===== src/bta_pkg.sv =====
package bta_pkg;

    localparam int VALUE_WIDTH = 32;
    localparam int MAX_DIGITS  = VALUE_WIDTH;
    localparam int DIG_AW      = $clog2(MAX_DIGITS);
    localparam int COUNT_W     = 6;
    localparam int CHAR_W      = 7;
    localparam int QUEUE_DEPTH = 2;
    localparam int QUEUE_AW    = $clog2(QUEUE_DEPTH);

    // x / 10 == (x * DIV10_RECIP) >> DIV10_SHIFT for any 32-bit x
    localparam logic [31:0] DIV10_RECIP = 32'hCCCC_CCCD;
    localparam int          DIV10_SHIFT = 35;

    localparam logic [1:0] SEL_DEC = 2'd0;
    localparam logic [1:0] SEL_HEX = 2'd1;
    localparam logic [1:0] SEL_BIN = 2'd2;

    typedef enum logic [1:0] {
        RADIX_DEC = 2'd0,
        RADIX_HEX = 2'd1,
        RADIX_BIN = 2'd2
    } t_radix;

    typedef struct packed {
        logic [VALUE_WIDTH-1:0] value;
        t_radix                 radix;
    } t_item;

    function automatic logic [CHAR_W-1:0] digit_to_ascii(input logic [3:0] d);
        logic [CHAR_W-1:0] c;
        if (d < 4'd10) begin
            c = 7'd48 + CHAR_W'(d);
        end else begin
            c = 7'd55 + CHAR_W'(d);
        end
        return c;
    endfunction

endpackage


===== src/bta_front.sv =====
module bta_front (
    input  logic          i_clk,
    input  logic          i_rst_n,
    input  logic          i_valid,
    output logic          o_ready,
    input  logic [31:0]   i_value,
    input  logic [1:0]    i_radix_select,
    input  logic          i_full,
    output logic          o_push,
    output bta_pkg::t_item o_item
);
    import bta_pkg::*;

    logic   r_valid, n_valid;
    t_item  r_item;
    t_item  dec_item;
    logic   keep;
    logic   accept;

    always_comb begin
        dec_item.value = i_value[VALUE_WIDTH-1:0];
        dec_item.radix = RADIX_DEC;
        keep           = 1'b1;
        unique case (i_radix_select)
            SEL_DEC: dec_item.radix = RADIX_DEC;
            SEL_HEX: dec_item.radix = RADIX_HEX;
            SEL_BIN: dec_item.radix = RADIX_BIN;
            default: keep = 1'b0;
        endcase
    end

    assign o_push  = r_valid && !i_full;
    assign o_ready = !r_valid || !i_full;
    assign accept  = i_valid && o_ready;
    assign o_item  = r_item;

    always_comb begin
        n_valid = r_valid && !o_push;
        if (accept) begin
            n_valid = keep;
        end
    end

    always_ff @(posedge i_clk) begin
        if (!i_rst_n) begin
            r_valid <= 1'b0;
        end else begin
            r_valid <= n_valid;
        end
    end

    always_ff @(posedge i_clk) begin
        if (accept) begin
            r_item <= dec_item;
        end
    end

endmodule


===== config.mk =====
export PLATFORM = sky130hd
export DESIGN_NAME = bta_front
export DESIGN_NICKNAME = d
export VERILOG_FILES = /design/src/bta_pkg.sv /design/src/bta_front.sv
export SDC_FILE = /design/constraint.sdc
export NUM_CORES = 1
export LEC_CHECK = 0
export BUFFER_PORTS_ARGS = -buffer_cell sky130_fd_sc_hd__buf_2
export CORE_ASPECT_RATIO = 1.5
export CORE_UTILIZATION = 35
export DETAILED_ROUTE_END_ITERATION = 12
export PLACE_DENSITY = 0.72
export SETUP_SLACK_MARGIN = 0.02
export SYNTH_ARGS = -nofsm -noshare
export SYNTH_HDL_FRONTEND = slang
export SYNTH_SLANG_ARGS = --single-unit
export TNS_END_PERCENT = 100

===== constraint.sdc =====
create_clock -name i_clk -period 1.3 [get_ports i_clk]
set_input_delay 0.13 -clock i_clk [delete_from_list [all_inputs] [get_ports i_clk]]
set_output_delay 0.13 -clock i_clk [all_outputs]
set_load 0.005 [all_outputs]

# Word level (Yosys, flattened, before mapping)
# Cells that the tools add are included.
totals:
  ff_bits: 35
  latch_bits: 0
  mem_bits_rw: 0
  romBits: 0
  input_bits: 38
  output_inout_bits: 36
  wordCells: 17
  memories: 0
op_classes:
  n_addsub: 0
  multipliers: 0
  n_div: 0
  n_lt_le_gt_ge: 0
  n_eq_ne: 2
  shift: 0
  mux: 3
  bitwise: 0
  n_reduce_logical: 9
op_table:
  columns: ["operator", "n"]
  rows:
  - ["2-bit one-hot mux with 2 select lines", 1]
  - ["1-bit logical AND", 3]
  - ["1-bit zero test", 3]
  - ["3-bit OR reduction", 1]
  - ["2-bit by 1-bit equality test with 1-bit output (second input constant)", 1]
  - ["2-bit equality test (second input constant)", 1]
  - ["2-bit zero test", 1]
  - ["1-bit two-way mux", 2]
  - ["1-bit logical OR", 1]

# Depth between registers and ports, before layout
depth:
  ltp_word: 5
  mapped_depth: 2
  depth_no_buf: 2

# Worst setup path after synthesis
# Ideal clock, no wire load.
synth_path:
  kind: "register -> register"
  startpoint: "register r_valid"
  endpoint: "register r_item (netlist bit o_item[0]) (enable)"
  setup_ns: 0.376
  arrival_time_ns: 0.925
  t_required_ns: 0.924
  path_slack_ns: -0.001
  stages_incl_launch_ff: 3
  path_buffers: 0
  synth_period_minus_slack_ns: 1.301
  cell_sequence: "dfxtp_1 -> nand2_1 -> and2_2"
synth_between:
  elab_chain_cells: 3
synth_rtl:
  columns: ["item", "line", "rtl"]
  rows:
  - ["from (decl)", "bta_front.sv:14", "logic r_valid, n_valid;"]
  - ["from (signal assigned)", "bta_front.sv:48", "r_valid <= n_valid;"]
  - ["1-bit zero test", "bta_front.sv:33", "assign o_ready = !r_valid || !i_full;"]
  - ["1-bit logical OR", "bta_front.sv:33", null]
  - ["named net o_ready", "bta_front.sv:5", "output logic o_ready,"]
  - ["1-bit logical AND", "bta_front.sv:34", "assign accept = i_valid && o_ready;"]
  - ["named net accept", "bta_front.sv:18", "logic accept;"]
  - ["to (signal assigned)", "bta_front.sv:54", "r_item <= dec_item;"]
  - ["to (decl)", "bta_front.sv:15", "t_item r_item;"]
# The timed path passes the listed nets, and every way through them passes these cells.
# A chain may end at the register's enable or synchronous reset.

# Final worst setup path
layout_path:
  startpoint: "register r_valid"
  endpoint: "register r_item (netlist bit o_item[2]) (enable)"
layout_between:
  elab_chain_cells: 3
layout_rtl:
  columns: ["item", "line"]
  rows:
  - ["1-bit zero test", "bta_front.sv:33"]
  - ["1-bit logical OR", "bta_front.sv:33"]
  - ["1-bit logical AND", "bta_front.sv:34"]
  - ["named net accept", "bta_front.sv:18"]
# The timed path passes the listed nets, and every way through them passes these cells.

==> run summary <==
Status = completed
RSZ-0062 raised after global routing = false
Die H = 70.4 µm
Fin. Hold Viols = 0
Reg2reg path depth = 3
Critical path class = reg -> reg
Clock latency on the worst-skew pair = 0.28 ns
Vias in the first global route = 638
Worst Hold Launch = i_value[5]
Critical Path RT = 1.29 ns
Final #Nets = 162
# rows = 24
Fin crit share = 0.798
Pleak = 0.723 nW
Cell count along the critical path = 3
H-tree Lvls = 2
Reg2Reg Setup Slack = 0.26 ns
Maximum vdd ir drop = 0.907 mV
Layout Skew = 0.00284 ns
TritonRoute pass-1 iters = 4
Crit path to = o_item[2]
Endpoints failing setup = 0
CTS max path bufs = 2
Global-route congestion overflow total = 0
Yosys reg bits = 35
Syn Nets = 80
Worst r2r src = r_valid
Commonest cells after routing, fill and taps aside = 73 x buf_2, 34 x edfxtp_1, 5 x clkbuf_8, 3 x nor2b_1, 2 x buf_12
Path type of the worst min-delay path = in -> reg
Drt drc = 0
Iter 0 DRT Violations = 10
Post-DR wirelength/cell = 12.1 µm
Post-CTS resize count = 0
Fmax achieved = 964 MHz
Mean post-synth cell area = 26.0 µm²
Clock power frac = 0.374
Placed insts = 156
CTS Buf Count = 5
Gpl congestion = 0.646
Gr usage total = 0.129
ANT cells = 0
Core area = 2940 µm²
Post-synthesis cell area = 1090 µm²
First-pass GRT wire length = 2.77 mm
Area Overhead vs Synth = 51.5%
TritonCTS clock tree = yes
Fin Setup TNS = 0 ns
Yosys Warn Count = 0
Critical path cell sequence = nand2_1 > and2_4 > buf_12
Commonest non-fill, non-tap cell in the layout = buf_2
WP data arrival = 1.03 ns
Mapped Cells = 42
CTS Root Cell = clkbuf_8
Seq/Total Area, Yosys = 0.953
Power density over cell area = 1460 nW/µm²
Antenna violations before repair = 0
CP startpoint = r_valid
Die W = 47.6 µm
Relative slew margins = 0.926
Crit Path Max Fanout = 18
Vias per Instance = 4.21
Full die area = 3350 µm²
Largest stage delay on the critical path = 0.31 ns
Int Pwr = 1.98 mW
Post-CTS setup buffers = 0
Sw Share = 0.181
Largest net degree at the start of global routing = 19
Non-Filler Instances = 164
Reg clk slew, reported paths = 0.06 ns
CP Launch Type = flip-flop
Worst slew pin tran = 0.111 ns
Library cells used by synthesis = 7
Clock sinks = 35
R2r endpoint = o_item[2]
CP max-delay cell = dfxtp_1
Crit path capture type = flip-flop
I/O Buffers = 73
IO Count = 74
Initial core utilization = 0.371
Logic gate share of total power = 0.076
Hold Buf Count CTS = 0
Layout cells sized above 1 = 0.672
Final antenna-violating net count = 0
Net load switching power = 0.437 mW
Final Max Slew Viols = 0
WL final = 1.98 mm
Min Tclk post-route = 1.04 ns
Sequential power share = 0.551
Max-cap violations = 0
Routed vias = 690
CP top delay family = flip-flops
Buffer and inverter count on the worst path = 1
## area by class of cell
| type | count | area, µm² |
|---|---|---|
| fill | 267 | 1290 |
| sequential | 35 | 1040 |
| timing repair buffer | 75 | 405 |
| clock buffer | 5 | 68.8 |
| multi-input combinational | 7 | 52.6 |
| tap | 39 | 48.8 |
| clock inverter | 3 | 38.8 |
## how the worst min path moves through the flow
stage	cells after the start	end	slack, ns
final	1	o_item[7]	0.02
after floorplan	0	o_item[10]	0.23
after global routing	1	o_item[20]	0.002
after global placement	1	o_item[7]	0.31
after CTS	1	o_item[20]	0.009
after detailed placement	1	o_item[20]	0.31
## power by group through the flow
| stage | logic [mW] | registers (mW) | clock network [mW] |
|---|---|---|---|
| global route | 0.202 | 1.34 | 0.985 |
| finish | 0.183 | 1.33 | 0.904 |
| CTS | 0.188 | 1.33 | 0.935 |
| global placement | 0.180 | 1.36 | 0 |
| detailed placement | 0.187 | 1.36 | 0 |
| floorplan | 0.0314 | 1.37 | 0 |
## synth_stat cells
cell,number,share of area
a21bo_1,1,0.0092
nand2_1,1,0.0034
edfxtp_1,34,0.93
a21boi_2,1,0.010
nor2b_1,3,0.017
and2_2,1,0.0069
dfxtp_1,1,0.018
## stage by stage
step	utilization	hold slack (ns)	total power, mW	cell area [µm²]	worst slack (ns)
3_5_place_dp	0.526	0.308	1.54	1550	0.268
4_1_cts	0.563	0.00888	2.45	1660	0.259
5_1_grt	0.563	0.00153	2.52	1660	0.218
6_report	0.563	0.0225	2.42	1660	0.263
2_1_floorplan	-	0.229	1.40	1090	0.192
3_3_place_gp	0.526	0.307	1.54	1550	0.282
## logic make-up (layout without fill, tap and decap cells)
group                  Yosys count  count (layout)  share of synthesized area
AOI/OAI and AO/OA                2               2                     0.0195
buffers and inverters            0              83                          0
DFF                             35              35                      0.953
and+or+nand+nor                  5               5                     0.0275
## state kept, by name (all words and copies together), names as in the netlist
register / count
r_valid: 1
o_item: 34
## per-layer routing
| metal | wire [µm] | share of wire | GRT usage | vias up |
|---|---|---|---|---|
| li1 | - | - | - | 326 |
| met1 | 664 | 0.33 | 0.111 | 304 |
| met2 | 1020 | 0.52 | 0.205 | 52 |
| met3 | 226 | 0.11 | 0.0801 | 8 |
| met4 | 69 | 0.035 | 0.0833 | 0 |
| met5 | 0 | 0 | 0 | - |
No activity file was read; power rests on OpenSTA's default activity.
