<file path="config.mk">
export PLATFORM = sky130hd
export DESIGN_NAME = bta_queue
export DESIGN_NICKNAME = d
export VERILOG_FILES = /design/src/bta_pkg.sv /design/src/bta_queue.sv
export SDC_FILE = /design/constraint.sdc
export NUM_CORES = 1
export LEC_CHECK = 0
export ABC_AREA = 1
export BUFFER_PORTS_ARGS = -buffer_cell sky130_fd_sc_hd__buf_2
export CAP_MARGIN = 5
export CORE_UTILIZATION = 52
export DETAILED_ROUTE_END_ITERATION = 16
export PLACE_DENSITY = 0.79
export SYNTH_ARGS = -nofsm -noshare
export SYNTH_HDL_FRONTEND = slang
export SYNTH_SLANG_ARGS = --single-unit
</file>
<file path="constraint.sdc">
create_clock -name i_clk -period 2.73 [get_ports i_clk]
set_clock_uncertainty 0.1 [all_clocks]
set_input_delay 0.546 -clock i_clk [delete_from_list [all_inputs] [get_ports i_clk]]
set_output_delay 0.546 -clock i_clk [all_outputs]
set_load 0.01 [all_outputs]
</file>
<file path="src/bta_pkg.sv">
package bta_pkg;

    localparam int VALUE_WIDTH = 32;
    localparam int MAX_DIGITS  = VALUE_WIDTH;
    localparam int DIG_AW      = $clog2(MAX_DIGITS);
    localparam int COUNT_W     = 6;
    localparam int CHAR_W      = 7;
    localparam int QUEUE_DEPTH = 2;
    localparam int QUEUE_AW    = $clog2(QUEUE_DEPTH);

    // x / 10 == (x * DIV10_RECIP) >> DIV10_SHIFT for any 32-bit x
    localparam logic [31:0] DIV10_RECIP = 32'hCCCC_CCCD;
    localparam int          DIV10_SHIFT = 35;

    localparam logic [1:0] SEL_DEC = 2'd0;
    localparam logic [1:0] SEL_HEX = 2'd1;
    localparam logic [1:0] SEL_BIN = 2'd2;

    typedef enum logic [1:0] {
        RADIX_DEC = 2'd0,
        RADIX_HEX = 2'd1,
        RADIX_BIN = 2'd2
    } t_radix;

    typedef struct packed {
        logic [VALUE_WIDTH-1:0] value;
        t_radix                 radix;
    } t_item;

    function automatic logic [CHAR_W-1:0] digit_to_ascii(input logic [3:0] d);
        logic [CHAR_W-1:0] c;
        if (d < 4'd10) begin
            c = 7'd48 + CHAR_W'(d);
        end else begin
            c = 7'd55 + CHAR_W'(d);
        end
        return c;
    endfunction

endpackage

</file>
<file path="src/bta_queue.sv">
module bta_queue (
    input  logic           i_clk,
    input  logic           i_rst_n,
    input  logic           i_push,
    input  bta_pkg::t_item i_item,
    output logic           o_full,
    input  logic           i_pop,
    output logic           o_empty,
    output bta_pkg::t_item o_item
);
    import bta_pkg::*;

    t_item               r_mem [QUEUE_DEPTH];
    logic [QUEUE_AW-1:0] r_wr, r_rd;
    logic [QUEUE_AW:0]   r_count;

    assign o_full  = (r_count == (QUEUE_AW+1)'(QUEUE_DEPTH));
    assign o_empty = (r_count == '0);
    assign o_item  = r_mem[r_rd];

    always_ff @(posedge i_clk) begin
        if (!i_rst_n) begin
            r_wr    <= '0;
            r_rd    <= '0;
            r_count <= '0;
        end else begin
            if (i_push) begin
                r_wr <= r_wr + 1'b1;
            end
            if (i_pop) begin
                r_rd <= r_rd + 1'b1;
            end
            r_count <= r_count + (QUEUE_AW+1)'(i_push) - (QUEUE_AW+1)'(i_pop);
        end
    end

    always_ff @(posedge i_clk) begin
        if (i_push) begin
            r_mem[r_wr] <= i_item;
        end
    end

endmodule

</file>
Word level (Yosys, flattened, before mapping)
Memory sizes are Yosys's and may differ from the RTL's. A register that Yosys moved wholly into a read port is not among the register bits.
Index checks and enable logic that the tools add are counted.
- register bits: 4
- memory bits (writable): 68
- input bits: 38
- output and inout bits: 36
- logic and storage cells: 14
- memories: 1
- add/subtract/negate cells: 4
- equal/unequal tests: 1
- multiplexer cells: 4
- reductions and logical operators: 1
- memories (memory ; words ; width ; read ports ; clocked after memory_dff ; write ports ; line ; source):
    r_mem ; 2 ; 34 ; 1 ; 1 ; 1 ; bta_queue.sv:13 ; t_item r_mem [QUEUE_DEPTH];
- operators by type and width (kind ; count):
    $mux W1 ; 4
    $add A1 B1 Y1 const B ; 2
    $add A2 B1 Y2 ; 1
    $eq A2 B2 Y1 const B ; 1
    $logic_not A2 Y1 ; 1
    $sub A2 B1 Y2 ; 1

Depth between registers and ports, before layout
Gate-level depths: netlist of run 1.
- depth in word-level cells: 3
- gate-level depth with buffers: 9
- depth with buffers taken out: 9

Worst setup path after synthesis of run 1
No wires, ideal clock.
- kind: input -> register
- from: input port i_push
- to: memory r_mem[0][0] (netlist bit), enable pin
- library setup time: 0.426 ns
- data arrival time: 2.019 ns
- path slack: 0.186 ns
- cell stages on the path: 2
- buffers on the path: 0
- path through: inv_1 -> nor2_1
- word-level cells in the longest chain between the ends: 2
- RTL lines (element ; line ; source):
    start, declared ; bta_queue.sv:4 ; input logic i_push,
    $mux W1 ; bta_queue.sv:38 ; if (i_push) begin
    $mux W1 (implied by the code) ; bta_queue.sv:39 ; r_mem[r_wr] <= i_item;
    end, declared ; bta_queue.sv:13 ;
No other way between the ends.

==> key figures, run 1 <==
Detailed routing
  – Wirelength, routed: about 4300 µm
  – Post-DR wirelength/cell: between 10 and 15 µm
  – DR vias: 1,431
  – Initial drt markers: 39
  – Antenna viol nets, final: 0
  – DRC Markers: 0
  – Vias per cell: ~4.8
  – Drt first pass iters: 4

Clocking
  – # resized after CTS: 0
  – TritonCTS clock tree: done
  – CTS Buf Count: 9
  – Clk slew on worst S/H paths: around 70 ps
  – CTS Sinks: 73
  – Root buffer cell: clkbuf_8
  – Cts hold-fix bufs: 0
  – Clock Latency Late Sink: 330 ps
  – CTS H-tree depth: 3
  – Clock Path Buffers: 2
  – Post-CTS setup buffer count: 0

Timing
  – Slew @ Worst Pin: just over 400 ps
  – Slew HR: 72.3%
  – RSZ-0062 raised after global routing: no
  – Max Freq: ~430 MHz
  – Final Max Tran Viols: 0
  – Final min period: around 2300 ps
  – Fin crit share: a little under nine tenths
  – Fin. Hold Viols: 0
  – Final Setup Violations: 0
  – Sum of negative setup slack: 0 ps

Critical path
  – RR Endpoint: r_count[1]
  – Register-to-register setup slack: roughly 1300 ps
  – R2R Path Start: r_count[0]
  – CP required: approximately 2100 ps
  – Setup crit start kind: flip-flop
  – Worst-path fanout max: 13
  – CP endpoint kind: output pin
  – R2R cell count: 8
  – Critical path class: flip-flop to output pin
  – CP arrival: ~1700 ps

Power
  – Maximum VDD drop: between 400 and 500 µV
  – Lkg Pwr: roughly 1.4 nW
  – Pwr/cell area: approximately 700 nW/µm²

Synth
  – Cell count after synthesis: ~140
  – Simple-gate share of the synthesized area: under 10%
  – EDFF count, synth: between 60 and 70
  – Seq/Total Area, Yosys: 75.6%
  – FF+latch count, synth: 73
  – Main area contributors after synthesis: edfxtp_1 (72%), mux2_4 (16%), dfxtp_1 (3.5%)
  – Top FF cell, synth: edfxtp_1
  – Synth async-reset ratio: 0%
  – Synth area leader: edfxtp_1
  – Top post-synthesis cells by count: edfxtp_1 (68), mux2_4 (30), nor2_1 (9)
  – Post-Syn Area per Cell: between 20 and 25 µm²
  – Mux share of post-synthesis cell area: between 10% and 20%
  – Post-Synth Adder-Cell Area: less than 1%
  – Distinct cells, synth: 12
  – Largest family of logic cells by synthesized area: multiplexers
  – Yosys warns: 0
  – Area share of the largest cell type after synthesis: between 70% and 80%
  – Synthesized Nets: 179
  – Complex-gate fraction of the synthesized area: 0.177%
  – Count leader, synth: edfxtp_1
  – Mapped cell area: between 2000 and 3000 µm²
  – Xor-xnor portion of the synthesized cell area: 0%

Global route
  – Gr busiest metal: met2
  – First-pass GRT wire length: a little over 6000 µm
  – Largest net degree at the start of global routing: 19
  – Grt total ovfl: 0
  – Initial antenna violation count: 0
  – Met2 GRT Util: 26.6%
  – Vias in the first global route: about 1,400
  – Met3 usage: between 5 and 6%
  – Global Route met1 Usage: about 17%
  – Tot GR Track Use: around 16%

Placed design
  – Placer Congestion: about 0.64
  – Dpl cells: 284
  – I/O Buffers: between 70 and 80
  – Dpl hpwl: 2970 µm

Layout
  – Layout cell share with drive strength beyond 1: between 50% and 60%
  – Area Overhead vs Synth: 23.1%
  – Nets: approximately 270
  – Final core occ: around two thirds
  – Cell Count, Final, Fillers Out: 300
  – Diodes inserted: 0

Worst hold path
  – HP Class: input port to flip-flop
  – HP Start: i_item[21]
  – Min-Delay Endpoint: r_mem[0][21]
  – Hold path cells: 1

Die
  – Core ar.: about 5200 µm²
  – Die area: approximately 5700 µm²
  – Initial Util: 54.8%
  – Die H: between 70 and 80 µm
  – Die Wd: approximately 76 µm
  – FP Rows: 26
  – I/O pin count: 74

Flow run
  – MaxCap Viol Count: 0

Outcome
  – Status: finished clean
==> area by class of cell <==
type                       count  area (µm²)
multi-input combinational     55         602
clock inverter                 2        35.0
sequential                    73        2140
clock buffer                  14         173
fill                         353        1680
inverter                       7        26.3
timing repair buffer          79         423
tap                           70        87.6
==> metal layers <==
metal	vias to the layer above	routed length, µm
li1	689	-
met1	681	1670
met2	53	2250
met3	8	280
met4	0	74
met5	-	0
==> per-stage QoR <==
step | power [mW] | cell area (µm²) | hold slack (ps) | worst slack, ps
global route | 2.53 | 3490 | 275 | 307
finish | 2.43 | 3490 | 295 | 382
floorplan | 1.51 | 2830 | 363 | 186
CTS | 2.46 | 3490 | 280 | 349
detailed placement | 1.61 | 3280 | 401 | 725
global placement | 1.60 | 3280 | 379 | 756
==> where the power goes <==
| part | switching, mW | total (mW) | internal (mW) |
|---|---|---|---|
| sequential | 0.0253 | 1.32 | 1.29 |
| combinational | 0.126 | 0.267 | 0.141 |
| clock | 0.354 | 0.850 | 0.496 |
| total | 0.505 | 2.43 | 1.93 |
==> logic make-up (layout without fill, tap and decap cells) <==
family / Yosys count / in the layout
buffers and inverters: 11 / 102
AOI/OAI and AO/OA: 1 / 1
muxes: 34 / 34
and+or+nand+nor: 18 / 18
adders and majority gates: 2 / 2
DFF: 73 / 73
==> state kept, by name, summed over array words and instances, names as in the netlist, named ones only <==
| register | cells |
|---|---|
| r_count | 2 |
| r_rd | 1 |
| r_mem | 68 |
| r_wr | 1 |
==> cell usage in the layout (no fill, tap or decap), drive strengths merged <==
cell type and n:
a21oi 1, clkbuf 14, bufinv 1, inv 7
edfxtp 68, buf 79, nand3 1, clkinv 1
ha 2, mux2 34, dfxtp 5, nor2 9
nand2 8
==> how the worst max path moves through the flow <==
stage / slack [ps] / cells after the start / end / from
3_3_place_gp: 760 / 3 / o_item[22] / flip-flop
6_report: 380 / 3 / o_item[22] / flip-flop
5_1_grt: 310 / 3 / o_item[22] / flip-flop
4_1_cts: 350 / 3 / o_item[22] / flip-flop
3_5_place_dp: 720 / 3 / o_item[22] / flip-flop
2_1_floorplan: 190 / 2 / r_mem[0][0] / i_push
==> critical path, stage by stage, from the launching register on <==
cell	delay, ps
dfxtp_2	590
buf_4	280
mux2_2	350
buf_2	140
(Power assumes the default switching activity.)
==> inputs of run 2 (changes only) <==
--- a/config.mk
+++ b/config.mk
@@ -5,7 +5,6 @@
 export SDC_FILE = /design/constraint.sdc
 export NUM_CORES = 1
 export LEC_CHECK = 0
-export ABC_AREA = 1
 export BUFFER_PORTS_ARGS = -buffer_cell sky130_fd_sc_hd__buf_2
 export CAP_MARGIN = 5
 export CORE_UTILIZATION = 52
==> run 2 against run 1 <==
Highest routed layer unchanged; fmax down 0.65%; routed wire length up 5.8%; setup slack worse by 15 ps; flip-flop and latch count unchanged; first-iteration DRC count rose to 2.5 times the previous value; via count down 3.1%.
==> key figures, run 2 <==
Clocking
  – CTS H-tree depth: 3
  – CTS Buf Count: 9
  – Post-CTS setup buffer count: 0
  – Clock Path Buffers: 2
  – Clk slew on worst S/H paths: roughly 70 ps
  – TritonCTS clock tree: done
  – Clock Latency Late Sink: approximately 320 ps
  – CTS Sinks: 73
  – # resized after CTS: 0
  – Root buffer cell: clkbuf_8
  – Cts hold-fix bufs: 0

Synth
  – Top post-synthesis cells by count: edfxtp_1 (68), mux2_4 (30), dfxtp_1 (5)
  – Main area contributors after synthesis: edfxtp_1 (72%), mux2_4 (16%), dfxtp_1 (3.5%)
  – FF+latch count, synth: 73
  – Seq/Total Area, Yosys: 75.6%
  – Cell count after synthesis: around 130
  – Area share of the largest cell type after synthesis: between 70 and 80%
  – Distinct cells, synth: 14
  – Yosys warns: 0
  – Count leader, synth: edfxtp_1
  – Synth area leader: edfxtp_1
  – Top FF cell, synth: edfxtp_1
  – Synthesized Nets: 167
  – Post-Syn Area per Cell: ~22 µm²
  – Mapped cell area: about 2800 µm²
  – Synth async-reset ratio: 0%
  – EDFF count, synth: 68

Layout
  – Largest Register: r_mem
  – Nets: between 200 and 300
  – Layout cell share with drive strength beyond 1: between 50 and 60%
  – Max FFs per register: a little under 70
  – Diodes inserted: 0
  – Commonest non-fill, non-tap cell in the layout: buf_2
  – Commonest non-fill, non-tap cells in the layout: buf_2 (73), edfxtp_1 (68), mux2_4 (30), clkbuf_8 (9)
  – Area Overhead vs Synth: 20.9%
  – Largest registers: r_mem: 68 flops, r_count: 2 flops
  – Final core occ: between 60% and 70%

Power
  – Pwr/cell area: 669 nW/µm²
  – Maximum VDD drop: 426 µV
  – Lkg Pwr: around 1.4 nW

Critical path
  – CP required: 2080 ps
  – R2R Path Start: r_wr
  – WP buf/inv: 2
  – Setup crit start kind: flip-flop
  – Register-to-register setup slack: approximately 1300 ps
  – CP top delay family: flip-flops
  – Critical path class: flip-flop to output pin
  – CP arrival: about 1700 ps
  – CP Depth: 3
  – Worst-path fanout max: 22
  – Worst Setup EP: o_item[23]
  – CP endpoint kind: output pin
  – Max incr delay on CP: ~610 ps
  – Crit path cell chain: buf_12 > mux2_2 > buf_2
  – Slowest CP cell: dfxtp_2
  – R2R cell count: 2
  – RR Endpoint: r_mem[0][17]

Timing
  – Max Freq: between 400 and 500 MHz
  – Fin crit share: between 80% and 90%
  – Sum of negative setup slack: 0 ps
  – RSZ-0062 raised after global routing: no
  – Final Max Tran Viols: 0
  – Final Setup Violations: 0
  – Final min period: 2360 ps
  – Fin. Hold Viols: 0
  – Slew HR: between 60 and 70%
  – Final worst slack: roughly 370 ps
  – Slew @ Worst Pin: 450 ps
  – Fin Hold WS: 305 ps

Global route
  – Initial antenna violation count: 0
  – Grt total ovfl: 0
  – Largest net degree at the start of global routing: 23
  – First-pass GRT wire length: approximately 6600 µm
  – Tot GR Track Use: 17.0%
  – Vias in the first global route: roughly 1,400

Die
  – Die Wd: roughly 76 µm
  – Die area: approximately 5700 µm²
  – Initial Util: 54.8%
  – FP Rows: 26
  – Die H: 75.8 µm
  – I/O pin count: 74
  – Core ar.: 5170 µm²

Worst hold path
  – HP Class: input port to flip-flop

Detailed routing
  – Vias per cell: between 4 and 5
  – Post-DR wirelength/cell: between 15 and 20 µm
  – DRC Markers: 0
  – DR vias: approximately 1,400
  – Antenna viol nets, final: 0
  – Wirelength, routed: 4530 µm
  – Initial drt markers: 99
  – Drt first pass iters: 4

Placed design
  – Dpl hpwl: around 3200 µm
  – Placer Congestion: around 0.8
  – Pre-CTS setup slack: 706 ps
  – I/O Buffers: 73

Flow run
  – MaxCap Viol Count: 0

Outcome
  – Status: finished clean
run 2: worst min path at each step:
stage               slack (ps)  startpoint            to  cells past startpoint
detailed placement         470        r_rd     flip-flop                      2
finish                     310  i_item[19]  r_mem[0][19]                      1
CTS                        290  i_item[19]  r_mem[1][19]                      1
floorplan                  450        r_rd     flip-flop                      2
global placement           470        r_rd          r_rd                      2
global route               290  i_item[24]  r_mem[1][24]                      1
run 2: where the power goes:
| group | switching [mW] | internal (mW) | total [mW] |
|---|---|---|---|
| clock | 0.352 | 0.314 | 0.666 |
| combinational | 0.133 | 0.172 | 0.305 |
| sequential | 0.0314 | 1.29 | 1.32 |
run 2: per-layer routing:
layer / share of wire [%] / track usage (%) / vias to the layer above
met5: 0 / 0 / -
met4: 1.3 / 10.1 / 0
met3: 5.8 / 4.37 / 6
met2: 53 / 28.6 / 47
met1: 40 / 19.5 / 674
li1: - / - / 660
run 2: logic make-up after synthesis:
group / Yosys count / synth area share [%]
compound gates: 1 / 0.265
xor+xnor: 2 / 1.10
fa+ha+maj: 2 / 0.883
buf+inv: 6 / 2.78
flops: 73 / 75.6
mux: 34 / 17.5
simple gates: 9 / 1.90
run 2: area by class of cell:
cell class	instances	area (µm²)
flip-flops and latches	73	2140
fillers	364	1750
multi-input cells	48	621
repair buffers	78	415
clock buffers	10	128
well taps	70	87.6
clock inverters	6	25.0
inverters	2	7.51
run 2: stage by stage:
stage | cells | power [mW] | instance area, µm²
2_1_floorplan | 127 | 1.55 | 2830
3_3_place_gp | 271 | 1.64 | 3270
3_5_place_dp | 271 | 1.66 | 3270
4_1_cts | 287 | 2.31 | 3430
5_1_grt | 287 | 2.38 | 3430
6_report | 287 | 2.29 | 3430
